===== config.mk =====
export PLATFORM = sky130hd
export DESIGN_NAME = glcm_cfg
export DESIGN_NICKNAME = d
export VERILOG_FILES = /design/src/rtl/glcm_pkg.sv /design/src/rtl/glcm_cfg.sv
export SDC_FILE = /design/constraint.sdc
export NUM_CORES = 1
export LEC_CHECK = 0
export ABC_AREA = 1
export BUFFER_PORTS_ARGS = -buffer_cell sky130_fd_sc_hd__buf_2
export CAP_MARGIN = 0
export CORE_ASPECT_RATIO = 1.5
export CORE_MARGIN = 2
export CORE_UTILIZATION = 45
export DETAILED_ROUTE_END_ITERATION = 12
export PLACE_DENSITY_LB_ADDON = 0.25
export SKIP_LAST_GASP = 1
export SLEW_MARGIN = 10
export SYNTH_ARGS = -nofsm -noshare
export SYNTH_HDL_FRONTEND = slang
export SYNTH_SLANG_ARGS = --single-unit

===== constraint.sdc =====
create_clock -name aclk -period 1.5 [get_ports aclk]
set_clock_uncertainty 0.05 [all_clocks]
set_input_delay 0.225 -clock aclk [delete_from_list [all_inputs] [get_ports aclk]]
set_output_delay 0.225 -clock aclk [all_outputs]
set_load 0.005 [all_outputs]

===== src/rtl/glcm_pkg.sv =====
// Types, constants and the per-cell merge rule of the grid layer cost merge block.
// Depends on nothing; imported by every module of the block except glcm_ram.
package glcm_pkg;

    localparam int MAX_COLS   = 256;
    localparam int MAX_ROWS   = 256;
    localparam int GRID_CELLS = MAX_COLS * MAX_ROWS;
    localparam int ADDR_W     = $clog2(GRID_CELLS);
    localparam int COST_W     = 8;
    localparam int COORD_W    = 9;
    localparam int REQ_W      = 2;
    localparam int MODE_W     = 2;
    localparam int PADDR_W    = 5;
    localparam int PDATA_W    = 32;

    // Request codes.
    localparam logic [REQ_W-1:0] REQ_WR_LAYER  = 2'd0;
    localparam logic [REQ_W-1:0] REQ_WR_MASTER = 2'd1;
    localparam logic [REQ_W-1:0] REQ_RD_MASTER = 2'd2;
    localparam logic [REQ_W-1:0] REQ_MERGE     = 2'd3;

    // Merge rules.
    localparam logic [MODE_W-1:0] MODE_MAX       = 2'd0;
    localparam logic [MODE_W-1:0] MODE_OVERWRITE = 2'd1;
    localparam logic [MODE_W-1:0] MODE_TRUE_OVWR = 2'd2;
    localparam logic [MODE_W-1:0] MODE_ADD       = 2'd3;

    // Register indexes (word address of the configuration port).
    localparam logic [2:0] REG_MERGE_MODE    = 3'd0;
    localparam logic [2:0] REG_LAYER_ENABLED = 3'd1;
    localparam logic [2:0] REG_GRID_COLS     = 3'd2;
    localparam logic [2:0] REG_UNKNOWN_COST  = 3'd3;
    localparam logic [2:0] REG_SATURATE_COST = 3'd4;

    typedef struct packed {
        logic [MODE_W-1:0]  merge_mode;
        logic               layer_enabled;
        logic [COORD_W-1:0] grid_cols;
        logic [COST_W-1:0]  unknown_cost;
        logic [COST_W-1:0]  saturate_cost;
    } cfg_t;

    // One classified request as it waits between the front and the back.
    typedef struct packed {
        logic [REQ_W-1:0]   req_type;
        logic [ADDR_W-1:0]  cell_index;
        logic [COST_W-1:0]  cell_value;
        logic [COORD_W-1:0] min_col;
        logic [COORD_W-1:0] min_row;
        logic [COORD_W-1:0] max_col;
        logic [COORD_W-1:0] max_row;
        logic [ADDR_W-1:0]  row_base;
        logic               noop;
    } qent_t;

    function automatic logic [COST_W-1:0] merge_cell(
        input logic [MODE_W-1:0] mode,
        input logic [COST_W-1:0] unk,
        input logic [COST_W-1:0] sat,
        input logic [COST_W-1:0] master_cost,
        input logic [COST_W-1:0] lay_cost
    );
        logic [COST_W:0]   sum;
        logic [COST_W-1:0] res;
        sum = {1'b0, master_cost} + {1'b0, lay_cost};
        res = master_cost;
        case (mode)
            MODE_MAX: begin
                if (lay_cost == unk) begin
                    res = master_cost;
                end else if (master_cost == unk || master_cost < lay_cost) begin
                    res = lay_cost;
                end
            end
            MODE_OVERWRITE: begin
                if (lay_cost != unk) begin
                    res = lay_cost;
                end
            end
            MODE_TRUE_OVWR: begin
                res = lay_cost;
            end
            MODE_ADD: begin
                if (lay_cost == unk) begin
                    res = master_cost;
                end else if (master_cost == unk) begin
                    res = lay_cost;
                end else if (sum >= {1'b0, sat}) begin
                    res = sat - COST_W'(1);
                end else begin
                    res = sum[COST_W-1:0];
                end
            end
            default: begin
                res = master_cost;
            end
        endcase
        return res;
    endfunction

endpackage


===== src/rtl/glcm_cfg.sv =====
// APB-style configuration registers of the grid layer cost merge block.
// Depends on glcm_pkg.
module glcm_cfg
    import glcm_pkg::*;
(
    input  logic               aclk,
    input  logic               aresetn,
    input  logic               psel,
    input  logic               penable,
    input  logic               pwrite,
    input  logic [PADDR_W-1:0] paddr,
    input  logic [PDATA_W-1:0] pwdata,
    output logic [PDATA_W-1:0] prdata,
    output logic               pready,
    output cfg_t               cfg
);

    cfg_t       cfg_reg;
    logic       wr_en;
    logic [2:0] reg_idx;

    assign pready  = 1'b1;
    assign wr_en   = psel && penable && pwrite;
    assign reg_idx = paddr[PADDR_W-1:2];

    always_ff @(posedge aclk) begin
        if (!aresetn) begin
            cfg_reg.merge_mode    <= MODE_MAX;
            cfg_reg.layer_enabled <= 1'b1;
            cfg_reg.grid_cols     <= COORD_W'(MAX_COLS);
            cfg_reg.unknown_cost  <= 8'd255;
            cfg_reg.saturate_cost <= 8'd253;
        end else if (wr_en) begin
            case (reg_idx)
                REG_MERGE_MODE:    cfg_reg.merge_mode    <= pwdata[MODE_W-1:0];
                REG_LAYER_ENABLED: cfg_reg.layer_enabled <= pwdata[0];
                REG_GRID_COLS:     cfg_reg.grid_cols     <= pwdata[COORD_W-1:0];
                REG_UNKNOWN_COST:  cfg_reg.unknown_cost  <= pwdata[COST_W-1:0];
                REG_SATURATE_COST: cfg_reg.saturate_cost <= pwdata[COST_W-1:0];
                default: begin
                end
            endcase
        end
    end

    always_comb begin
        prdata = '0;
        case (reg_idx)
            REG_MERGE_MODE:    prdata = PDATA_W'(cfg_reg.merge_mode);
            REG_LAYER_ENABLED: prdata = PDATA_W'(cfg_reg.layer_enabled);
            REG_GRID_COLS:     prdata = PDATA_W'(cfg_reg.grid_cols);
            REG_UNKNOWN_COST:  prdata = PDATA_W'(cfg_reg.unknown_cost);
            REG_SATURATE_COST: prdata = PDATA_W'(cfg_reg.saturate_cost);
            default:           prdata = '0;
        endcase
    end

    assign cfg = cfg_reg;

endmodule


Word level (Yosys, flattened, before mapping)
Index checks and enable logic that the tools add are counted.

word-level totals
  bits in registers = 28
  input bits = 42

cells by class
  equal/unequal tests = 4
  muxes and demuxes = 1
  reduce and logical (&&, ||, !) cells = 8

operators with widths
  cell                  count
  $pmux W9 S5           1
  $reduce_and A2 Y1     5
  $eq A3 B2 Y1 const B  2
  $eq A3 B1 Y1 const B  1
  $eq A3 B3 Y1 const B  1
  $logic_not A3 Y1      1
  $logic_and A1 B1 Y1   2

Longest topological paths before layout
  word-level depth = 3
  depth in mapped cells = 7
  depth with buffers taken out = 7

Worst setup path after synthesis
OpenSTA, ideal clock, no wires.

  kind = input to output
  start = input port paddr[4]
  end = output port prdata[2]
  arrival time = 0.865 ns
  path slack = 0.360 ns
  stages = 6
  cells stage by stage = inv_2 nand2_1 nor2_4 buf_6 nand2_1 nand3_1

on the way
  longest elaborated chain between the ends = 2
  elaborated cells between the ends (all ways) = 6
  those cells by class = eq/ne: 4; mux: 1; reduce/logical: 1

ends and longest elaborated chain
  item                                  line            text
  start: declaration                    glcm_cfg.sv:11  input logic [PADDR_W-1:0] paddr,
  $eq A3 B3 Y1 (tied with other cells)  glcm_cfg.sv:48  case (reg_idx)
  $pmux W9 S5 (*)                       glcm_cfg.sv:48
  end: declaration                      glcm_cfg.sv:13  output logic [PDATA_W-1:0] prdata,

Mark *: on every way between the ends. The rest lies on a longest branch, timed or not.

Worst setup path in the final report
  start = input port paddr[2]
  end = output port prdata[2]

Same word-level chain as after synthesis.

==> metrics.md <==
| Metric | Value |
|---|---|
| Fin area | 1840 µm² |
| CTS clk-pin slew, worst paths | 0.09 ns |
| Yosys top cell area share | 0.363 |
| Vias in the first global route | 1260 |
| DRC Markers | 0 |
| Die Wd | ~52 µm |
| Final ANT Viol Nets | 0 |
| Synth Area in Adders | 0 |
| Initial antenna violation count | 0 |
| Multi-input logic area | 786 µm² |
| Sum Neg Setup Slack | 0 ns |
| Max Fclk | 703 MHz |
| CP arrival | 1.15 ns |
| # fillers | 360 |
| Routability cong. | between 0.7 and 0.8 |
| Max cap viols | 0 |
| Final Hold Viols | 0 |
| Die area | between 3000 and 4000 µm² |
| Core Box Area | roughly 3400 µm² |
| CTS root buf | clkbuf_8 |
| Min-Delay Path Class | input pin to flop |
| Most common cell after layout, fill and taps aside | nand2_1 |
| Hold Slack | 0.115 ns |
| Layout cells sized above 1 | 0.274 |
| Pin count of the biggest net entering global routing | 29 |
| Initial core utilization | 0.460 |
| Tmin final | 1.42 ns |
| Overall power | about 1.4 mW |
| Synth-to-layout area growth | 19.1% |
| Pre-CTS worst setup slack | approximately 0.067 ns |
| Syn Std Cell Area | 1540 µm² |
| Register area | 561 µm² |
| I/O Pins | about 100 |
| CTS buffer count | 3 |
| Max VDD drop | 0.000603 V |
| Routed WL per cell | 11.0 µm |
| Largest family of logic cells by synthesized area | simple AND/OR/NAND/NOR gates |
| P per Cell Area | 739 nW/µm² |
| I/O Buffers | 53 |
| YS warnings | 0 |
| Synth Area in Compound Gates | 0.00649 |
| DP HPWL | roughly 2800 µm |
| Fin. max-slew vios | 0 |
| Placed cells | 323 |
| Layout Cells excl Fill | 330 |
| Post-synthesis mux area share | 0 |
| GRT Util Overall | 0.191 |
| DRT iter0 DRCs | 36 |
| Syn avg cell area | between 6 and 7 µm² |
| Leakage | roughly 1 nW |
| Diodes inserted | 0 |
| Post-Synth Simple-Gate Area | 0.443 |
| Critical path required time | between 1 and 1.5 ns |
| First-pass GRT wire length | 5640 µm |
| Rows | 26 |
| CP Class | input pin to output port |
| Drt pass-1 iters | 4 |
| Final setup vio count | 0 |
| Longest Clk Path Bufs | 2 |
| Post-synthesis register bit count | 28 |
| TritonCTS clock tree | built |
| Net count, final | 332 |
| Worst Setup Start Kind | input pin |
| Tcrit/Tclk final | 0.948 |
| Xor/xnor share of the synthesized area | 0 |
| Post-layout util | 0.548 |
| Crit Path Max Fanout | 7 |
| # H-tree levels | 1 |
| Cell count after synthesis | 230 |
| Yosys cell types | 16 |
| Gr ovfl total | 0 |
| CTS Sinks | 28 |
| Status | completed |
| Via count | 1525 |
| Clock Latency Late Sink | approximately 0.27 ns |
| Area leader, netlist | dfxtp_1 |
| Max reg flops | 28 |
| DP Area | 1760 µm² |
| Commonest cells after routing, fill and taps aside | nand2_1, buf_2, nand3_1 |
| Area contributors post-synth | dfxtp_1, nand2_1, buf_4 |
| Total Routed Length | 3620 µm |
| Via/cell ratio | approximately 4.6 |
| Chip height | approximately 76 µm |
| Setup ws final | between 0.07 and 0.08 ns |
| Critical Path Sink Type | output port |
| Register area share after synthesis | 0.363 |
-- layout make-up --
class                      count  area share
multi-input combinational    178       0.428
clock buffer                   3      0.0225
timing repair buffer          62       0.181
sequential                    28       0.305
inverter                      17      0.0347
tap                           42      0.0286
-- timing repair --
item / CTS / global route
setup buffers: 0 / 4
setup endpoints to repair: 0 / 2
hold endpoints to repair: 0 / 0
resized for setup: 0 / 1
hold buffers: 0 / 0
-- layer usage --
layer  up-vias  share of wire  GRT usage
li1        787              -          -
met1       663           0.39      0.227
met2        69           0.51      0.342
met3         6          0.071     0.0275
met4         0          0.024     0.0819
met5         -              0          0
-- critical path, cell delays in order --
cell and delay [ns]:
buf_2 0.15, inv_1 0.10, nand2_1 0.11, nor2_4 0.17, buf_4 0.16, nand2_1 0.05, nand3_1 0.07, buf_2 0.11
-- synthesized netlist by cell type (all sizes together) --
library cell and instances:
nand3 40, dfxtp 28, nand4 2, inv 17
clkbuf 1, nand2 77, nor2 33, buf 28
o21ai 2, conb 2
-- cells by family (layout without fill, tap and decap cells) --
group                  after synthesis  after routing
buffers and inverters               46             82
other                                2             24
flip-flops                          28             28
AND/OR/NAND/NOR                    152            152
AO/OA/AOI/OAI                        2              2
-- where the power goes --
group          total (mW)  switching (mW)  internal [mW]  leakage, nW
registers           0.760         0.00723          0.753        0.227
clock network       0.404           0.224          0.180       0.0216
logic               0.193           0.122         0.0715        0.757
total                1.36           0.353           1.00         1.01
-- path summary, 6_finish.rpt --
kind | slack, ns | start | cells after the start | endpoint
setup / recovery | 0.08 | paddr[2] | 8 | prdata[2]
hold / removal | 0.11 | pwdata[8] | 3 | cfg[24]$_SDFFE_PN1P_
setup reg to reg | 0.85 | cfg[25]$_SDFFE_PN1P_ | 2 | cfg[25]$_SDFFE_PN1P_
hold reg to reg | 0.44 | cfg[4]$_SDFFE_PN1P_ | 2 | cfg[4]$_SDFFE_PN1P_
Note: power is estimated with default switching activity, not from simulation.
