### config.mk
export PLATFORM = sky130hd
export DESIGN_NAME = glcm_front
export DESIGN_NICKNAME = d
export VERILOG_FILES = /design/src/rtl/glcm_pkg.sv /design/src/rtl/glcm_front.sv
export SDC_FILE = /design/constraint.sdc
export NUM_CORES = 1
export LEC_CHECK = 0
export BUFFER_PORTS_ARGS = -buffer_cell sky130_fd_sc_hd__buf_2
export CORE_ASPECT_RATIO = 0.7
export CORE_MARGIN = 8
export CORE_UTILIZATION = 50
export DETAILED_ROUTE_END_ITERATION = 6
export PLACE_DENSITY = 0.68
export SKIP_CTS_REPAIR_TIMING = 1
export SLEW_MARGIN = 10
export SYNTH_ARGS = -nofsm -noshare
export SYNTH_HDL_FRONTEND = slang
export SYNTH_SLANG_ARGS = --single-unit
### constraint.sdc
create_clock -name aclk -period 6.2 [get_ports aclk]
set_clock_uncertainty 0.05 [all_clocks]
set_input_delay 1.24 -clock aclk [delete_from_list [all_inputs] [get_ports aclk]]
set_output_delay 1.24 -clock aclk [all_outputs]
set_load 0.01 [all_outputs]
### src/rtl/glcm_pkg.sv
// Types, constants and the per-cell merge rule of the grid layer cost merge block.
// Depends on nothing; imported by every module of the block except glcm_ram.
package glcm_pkg;

    localparam int MAX_COLS   = 256;
    localparam int MAX_ROWS   = 256;
    localparam int GRID_CELLS = MAX_COLS * MAX_ROWS;
    localparam int ADDR_W     = $clog2(GRID_CELLS);
    localparam int COST_W     = 8;
    localparam int COORD_W    = 9;
    localparam int REQ_W      = 2;
    localparam int MODE_W     = 2;
    localparam int PADDR_W    = 5;
    localparam int PDATA_W    = 32;

    // Request codes.
    localparam logic [REQ_W-1:0] REQ_WR_LAYER  = 2'd0;
    localparam logic [REQ_W-1:0] REQ_WR_MASTER = 2'd1;
    localparam logic [REQ_W-1:0] REQ_RD_MASTER = 2'd2;
    localparam logic [REQ_W-1:0] REQ_MERGE     = 2'd3;

    // Merge rules.
    localparam logic [MODE_W-1:0] MODE_MAX       = 2'd0;
    localparam logic [MODE_W-1:0] MODE_OVERWRITE = 2'd1;
    localparam logic [MODE_W-1:0] MODE_TRUE_OVWR = 2'd2;
    localparam logic [MODE_W-1:0] MODE_ADD       = 2'd3;

    // Register indexes (word address of the configuration port).
    localparam logic [2:0] REG_MERGE_MODE    = 3'd0;
    localparam logic [2:0] REG_LAYER_ENABLED = 3'd1;
    localparam logic [2:0] REG_GRID_COLS     = 3'd2;
    localparam logic [2:0] REG_UNKNOWN_COST  = 3'd3;
    localparam logic [2:0] REG_SATURATE_COST = 3'd4;

    typedef struct packed {
        logic [MODE_W-1:0]  merge_mode;
        logic               layer_enabled;
        logic [COORD_W-1:0] grid_cols;
        logic [COST_W-1:0]  unknown_cost;
        logic [COST_W-1:0]  saturate_cost;
    } cfg_t;

    // One classified request as it waits between the front and the back.
    typedef struct packed {
        logic [REQ_W-1:0]   req_type;
        logic [ADDR_W-1:0]  cell_index;
        logic [COST_W-1:0]  cell_value;
        logic [COORD_W-1:0] min_col;
        logic [COORD_W-1:0] min_row;
        logic [COORD_W-1:0] max_col;
        logic [COORD_W-1:0] max_row;
        logic [ADDR_W-1:0]  row_base;
        logic               noop;
    } qent_t;

    function automatic logic [COST_W-1:0] merge_cell(
        input logic [MODE_W-1:0] mode,
        input logic [COST_W-1:0] unk,
        input logic [COST_W-1:0] sat,
        input logic [COST_W-1:0] master_cost,
        input logic [COST_W-1:0] lay_cost
    );
        logic [COST_W:0]   sum;
        logic [COST_W-1:0] res;
        sum = {1'b0, master_cost} + {1'b0, lay_cost};
        res = master_cost;
        case (mode)
            MODE_MAX: begin
                if (lay_cost == unk) begin
                    res = master_cost;
                end else if (master_cost == unk || master_cost < lay_cost) begin
                    res = lay_cost;
                end
            end
            MODE_OVERWRITE: begin
                if (lay_cost != unk) begin
                    res = lay_cost;
                end
            end
            MODE_TRUE_OVWR: begin
                res = lay_cost;
            end
            MODE_ADD: begin
                if (lay_cost == unk) begin
                    res = master_cost;
                end else if (master_cost == unk) begin
                    res = lay_cost;
                end else if (sum >= {1'b0, sat}) begin
                    res = sat - COST_W'(1);
                end else begin
                    res = sum[COST_W-1:0];
                end
            end
            default: begin
                res = master_cost;
            end
        endcase
        return res;
    endfunction

endpackage

### src/rtl/glcm_front.sv
// Front end: accepts requests, classifies merges and queues them for the back end.
// Depends on glcm_pkg.
module glcm_front
    import glcm_pkg::*;
#(
    parameter int FIFO_DEPTH = 4
) (
    input  logic               aclk,
    input  logic               aresetn,
    input  cfg_t               cfg,
    input  logic               s_valid,
    output logic               s_ready,
    input  logic [REQ_W-1:0]   s_req_type,
    input  logic [15:0]        s_cell_index,
    input  logic [COST_W-1:0]  s_cell_value,
    input  logic [COORD_W-1:0] s_min_col,
    input  logic [COORD_W-1:0] s_min_row,
    input  logic [COORD_W-1:0] s_max_col,
    input  logic [COORD_W-1:0] s_max_row,
    output logic               q_valid,
    output qent_t              q_entry,
    input  logic               q_pop
);

    localparam int PTR_W = (FIFO_DEPTH > 1) ? $clog2(FIFO_DEPTH) : 1;
    localparam int CNT_W = $clog2(FIFO_DEPTH + 1);

    qent_t              fifo_mem [FIFO_DEPTH];
    logic [PTR_W-1:0]   wr_ptr_reg, wr_ptr_next;
    logic [PTR_W-1:0]   rd_ptr_reg, rd_ptr_next;
    logic [CNT_W-1:0]   count_reg, count_next;
    logic               push, pop;
    qent_t              push_entry;
    logic [2*COORD_W-1:0] base_full;

    assign s_ready = (count_reg != CNT_W'(FIFO_DEPTH));
    assign q_valid = (count_reg != '0);
    assign push    = s_valid && s_ready;
    assign pop     = q_pop && q_valid;

    // Start address of the first window row; later rows step by the stride.
    assign base_full = s_min_row * cfg.grid_cols;

    always_comb begin
        push_entry.req_type   = s_req_type;
        push_entry.cell_index = s_cell_index[ADDR_W-1:0];
        push_entry.cell_value = s_cell_value;
        push_entry.min_col    = s_min_col;
        push_entry.min_row    = s_min_row;
        push_entry.max_col    = s_max_col;
        push_entry.max_row    = s_max_row;
        push_entry.row_base   = base_full[ADDR_W-1:0];
        push_entry.noop       = !cfg.layer_enabled || (s_min_col >= s_max_col) ||
                                (s_min_row >= s_max_row);
    end

    always_comb begin
        wr_ptr_next = wr_ptr_reg;
        rd_ptr_next = rd_ptr_reg;
        if (push) begin
            wr_ptr_next = (wr_ptr_reg == PTR_W'(FIFO_DEPTH - 1)) ? '0 : wr_ptr_reg + 1'b1;
        end
        if (pop) begin
            rd_ptr_next = (rd_ptr_reg == PTR_W'(FIFO_DEPTH - 1)) ? '0 : rd_ptr_reg + 1'b1;
        end
        count_next = count_reg + CNT_W'(push) - CNT_W'(pop);
    end

    always_ff @(posedge aclk) begin
        if (!aresetn) begin
            wr_ptr_reg <= '0;
            rd_ptr_reg <= '0;
            count_reg  <= '0;
        end else begin
            wr_ptr_reg <= wr_ptr_next;
            rd_ptr_reg <= rd_ptr_next;
            count_reg  <= count_next;
        end
    end

    always_ff @(posedge aclk) begin
        if (push) begin
            fifo_mem[wr_ptr_reg] <= push_entry;
        end
    end

    assign q_entry = fifo_mem[rd_ptr_reg];

endmodule

**Word level (Yosys, flattened, before mapping)**

Memories as Yosys holds them, arrays and structs flattened. A register that Yosys moved wholly into a read port is not among the register bits.
Index checks and enable logic that the tools add are counted.

- Input bits: 94
- Memory bits (writable): 316
- Output and inout port bits: 81
- Memories kept: 1
- Flip-flop bits (word level): 7
- Logic and storage cells: 26

Memories:

| memory | words | width | rd ports | clocked after memory_dff | wr ports | RTL line | RTL |
|---|---|---|---|---|---|---|---|
| fifo_mem | 4 | 79 | 1 | 1 | 1 | glcm_front.sv:28 | `qent_t fifo_mem [FIFO_DEPTH];` |

- Equality and inequality tests: 3
- Reduce and logical (&&, ||, !) cells: 6
- Multiplexer cells: 6
- Add/subtract/negate cells: 4
- $mul: 1
- Magnitude comparators: 2

Operator list:

| cell | count |
|---|---|
| $ge A9 B9 Y1 | 2 |
| $mul A9 B9 Y16 | 1 |
| $mux W2 | 4 |
| $add A2 B1 Y2 const B | 2 |
| $eq A2 B2 Y1 const B | 2 |
| $add A3 B1 Y3 | 1 |
| $ne A3 B3 Y1 const B | 1 |
| $reduce_bool A3 Y1 | 1 |
| $sub A3 B1 Y3 | 1 |
| $logic_and A1 B1 Y1 | 2 |
| $logic_or A1 B1 Y1 | 2 |
| $mux W1 | 2 |
| $logic_not A1 Y1 | 1 |

**Longest topological paths before layout**

- Depth after elaboration: 4
- Mapped depth: 17
- Depth with buffers taken out: 16

**Worst setup path after synthesis**

Ideal clock, no wire load.

- Path kind: input port to flip-flop
- From: input cfg[16] (netlist bit)
- To: memory fifo_mem[0][15] (netlist bit), data pin
- Data arrival time: 4.972 ns
- Data required time: 5.878 ns
- Setup time: 0.272 ns
- Buffers on the path: 1
- Stages on the path: 15
- Slack: 0.906 ns
- Cell sequence: clkbuf_1 -> nand2_1 -> fa_1 -> inv_1 -> fa_1 -> inv_1 -> fa_1 -> fa_1 -> inv_1 -> ha_1 -> o21ai_2 -> a211oi_1 -> or4_1 -> a21oi_2 -> xnor2_1

- Word-level cells in the longest chain between the ends: 1

RTL lines:

| element | RTL line | RTL |
|---|---|---|
| start: declaration | glcm_front.sv:10 | `input cfg_t cfg,` |
| $mul A9 B9 Y16 | glcm_front.sv:42 | `assign base_full = s_min_row * cfg.grid_cols;` |
| net base_full[14] | glcm_front.sv:34 | `logic [2*COORD_W-1:0] base_full;` |
| end: declaration | glcm_front.sv:28 |  |

The timed path passes the listed nets, and every way through them passes these cells.

**Worst setup path in the final report**

- From: input s_min_row[7]
- To: memory fifo_mem[0][15] (netlist bit), data pin

- Word-level cells in the longest chain between the ends: 1

RTL lines:

| element | RTL line | RTL |
|---|---|---|
| start: declaration | glcm_front.sv:17 | `input logic [COORD_W-1:0] s_min_row,` |
| $mul A9 B9 Y16 | glcm_front.sv:42 |  |
| net base_full[14] | glcm_front.sv:34 |  |

The timed path passes the listed nets, and every way through them passes these cells.

==> flow_metrics.env <==
export IMPL_critical_path_reg2reg_startpoint="count_reg[1]"
export IMPL_nets=1194
export IMPL_synth_most_common_cell="edfxtp_1"
export IMPL_clkTransAtPathRegs_ns=0.06
export IMPL_ff2ff_path_depth=4
export IMPL_synthFlopType="edfxtp_1"
export IMPL_synthMuxAreaShare_pct=12.2
export IMPL_critPathMaxFanout=14
export IMPL_coreArea_mm2=0.0290
export IMPL_hp_start="rd_ptr_reg[1]"
export IMPL_wl_per_cell_um=20.7
export IMPL_min_path_cells=2
export IMPL_vias_per_cell=5.33
export IMPL_ant_nets=0
export IMPL_synth_top_family_by_area="multiplexers"
export IMPL_worst_pin_slew_ns=0.833
export IMPL_synth_compound_area_share_pct=1.79
export IMPL_required_ns=6.53
export IMPL_post_route_util_pct=58.3
export IMPL_r2r_end="fifo_mem[3][66]"
export IMPL_clockBufferDepth=3
export IMPL_numCtsBuffers=31
export IMPL_portBuffers=156
export IMPL_gr_total_overflow=0
export IMPL_grt_pass1_wl_um=46300
export IMPL_cp_slowest_cell="fa_1"
export IMPL_routed_wl_um=28900
export IMPL_die_width_um=221
export IMPL_area_growth_pct=14.8
export IMPL_die_h_um=160
export IMPL_clock_latency_ns=0.58
export IMPL_first_global_vias=7966
export IMPL_yosys_area_top_type="edfxtp_1"
export IMPL_rsz0062_at_grt="no"
export IMPL_fp_row_count=52
export IMPL_cp_top_family="adder cells"
export IMPL_antenna_cells=0
export IMPL_cp_start_kind="primary input"
export IMPL_yosys_warnings=0
export IMPL_slowest_delay_ns=0.54
export IMPL_critPathCaptureType="flip-flop"
export IMPL_placed_area_mm2=0.0160
export IMPL_first_pass_iters=4
export IMPL_regArea_mm2=0.00968
export IMPL_synthDistinctLibCells=44
export IMPL_avgSynthCellArea_um2=18.0
export IMPL_crit_chain="buf_2, nand2_1, fa_1, inv_1, fa_1, inv_1, fa_1, fa_1, inv_1, ha_1, o21ai_2, a211oi_1, or4_1, a21oi_2, xnor2_1"
export IMPL_hpwlAfterDp_um=19100
export IMPL_ys_seq_area_share_pct=65.7
export IMPL_irDropWorstVdd_v=0.000325
export IMPL_ff2ff_setup_slack_ns=3.79
export IMPL_ys_ff_latch=325
export IMPL_async_flop_share_pct=0
export IMPL_synthCells=819
export IMPL_drc=0
export IMPL_grtUsageTotal_pct=16.6
export IMPL_slew_headroom_pct=44.4
export IMPL_synthSimpleGateAreaFrac_pct=4.42
export IMPL_n_fill_cell=2180
export IMPL_synth_edf_count=316
export IMPL_drt_initial_drc_count=477
export IMPL_post_route_min_period_ns=4.98
export IMPL_finalCritPeriodShare_pct=80.3
export IMPL_synth_fp_nets=1019
export IMPL_cap_violations=0
export IMPL_drive_gt1_share_pct=29.0
export IMPL_htreeDepth=1
export IMPL_hold_class="flip-flop to flip-flop"
export IMPL_grt_max_degree=54
export IMPL_syn_cell_area_mm2=0.0147
export IMPL_pin_count=175
export IMPL_floorplan_initialDensity_pct=50.8
export IMPL_multi_input_area_mm2=0.00457
export IMPL_synth_commonest_cells="edfxtp_1 (316), inv_1 (105), mux4_2 (79)"
export IMPL_critPathBufInv=4
export IMPL_status="finished clean"
export IMPL_setup_viol=0
export IMPL_cp_common_cell="fa_1"
export IMPL_synthXorXnorAreaFrac_pct=0.953
export IMPL_synth_fa_ha_area_share_pct=11.6
export IMPL_fmax_mhz=201
export IMPL_crit_arrival_ns=5.31
export IMPL_synth_top_area_share_pct=64.5
export IMPL_setup_tns_final_ns=0
export IMPL_hold_violations=0
export IMPL_powerDensity_mw_per_mm2=392
export IMPL_die_area_mm2=0.0353
export IMPL_antenna_found_initial=2
export IMPL_finalMaxSlewViolations=0
export IMPL_place_congestion=0.780
export IMPL_p_total_w=0.00661
export IMPL_cts_tree="built"
export IMPL_final_area_mm2=0.0169
export IMPL_p_leak_nw=6.31
export IMPL_cts_sinks=325
export IMPL_vias=7439
export IMPL_critical_path_class="primary input to flip-flop"
export IMPL_clock_root_buffer="clkbuf_16"
export IMPL_largest_reg_flops=316
export IMPL_yosys_top_cells_area="edfxtp_1 (65%), mux4_2 (12%), fa_1 (6.8%)"
[metrics by stage]
stage / worst slack [ns] / std cells / hold slack, ns
final: 1.22 / 1396 / 0.451
after global routing: 0.974 / 1396 / 0.478
after CTS: 1.19 / 1396 / 0.451
after detailed placement: 0.595 / 1339 / 0.431
after global placement: 0.577 / 1339 / 0.432
after floorplan: 0.906 / 819 / 0.417
[where the power goes]
group / switching [W] / leakage [nW] / internal [W] / total (W)
Sequential: 0.000122 / 2.97 / 0.00284 / 0.00297
Clock: 0.000793 / 0.463 / 0.000966 / 0.00176
Combinational: 0.00104 / 2.88 / 0.000845 / 0.00189
Total: 0.00196 / 6.31 / 0.00466 / 0.00661
[worst register-to-register path: stages, from the launching register on]
cell and delay, ns:
dfxtp_1 0.42, nor2_1 0.07, nand2_1 0.18, and3_4 0.73, buf_4 0.55
[layout make-up]
type                            instances  share of cell area [%]
Sequential cell                       325                    57.3
Multi-Input combinational cell        367                    27.0
Timing Repair Buffer                  164                    4.98
Clock buffer                           38                    4.75
Tap cell                              378                    2.80
Inverter                              105                    2.33
Clock inverter                         19                   0.815
[placed cells by master (no fill, tap or decap), types with 9 or more instances in the layout]
cell / n
mux4_2: 79
xnor2_1: 12
clkinv_1: 9
inv_1: 105
clkbuf_16: 31
fa_1: 50
a21oi_1: 11
and2_1: 44
nand2_1: 52
edfxtp_1: 316
buf_2: 156
ha_1: 56
[how the worst max path moves through the flow]
stage	endpoint	cells after the start	startpoint	slack, ns
after floorplan	fifo_mem[0][15]	15	cfg[16]	0.91
after global placement	fifo_mem[0][15]	15	s_min_row[7]	0.58
after detailed placement	fifo_mem[0][15]	15	s_min_row[7]	0.60
after CTS	fifo_mem[0][15]	15	s_min_row[7]	1.19
after global routing	fifo_mem[0][15]	15	s_min_row[7]	0.97
final	fifo_mem[0][15]	15	s_min_row[7]	1.22
[per-layer routing]
layer	track usage, %	up-vias	wire [µm]
met3	3.83	44	1630
met1	23.6	3816	13300
li1	-	3410	-
met4	3.27	4	557
met5	0	-	20
met2	26.3	165	13400
[cells by family (layout without fill, tap and decap cells)]
group / count (synthesis) / count (layout)
buffers and inverters: 127 / 326
muxes: 80 / 80
and+or+nand+nor: 126 / 126
DFF: 325 / 325
xor gates and xnor gates: 16 / 16
AOI/OAI and AO/OA: 39 / 39
adders and majority gates: 106 / 106
Power figures use the tool's default switching activity.
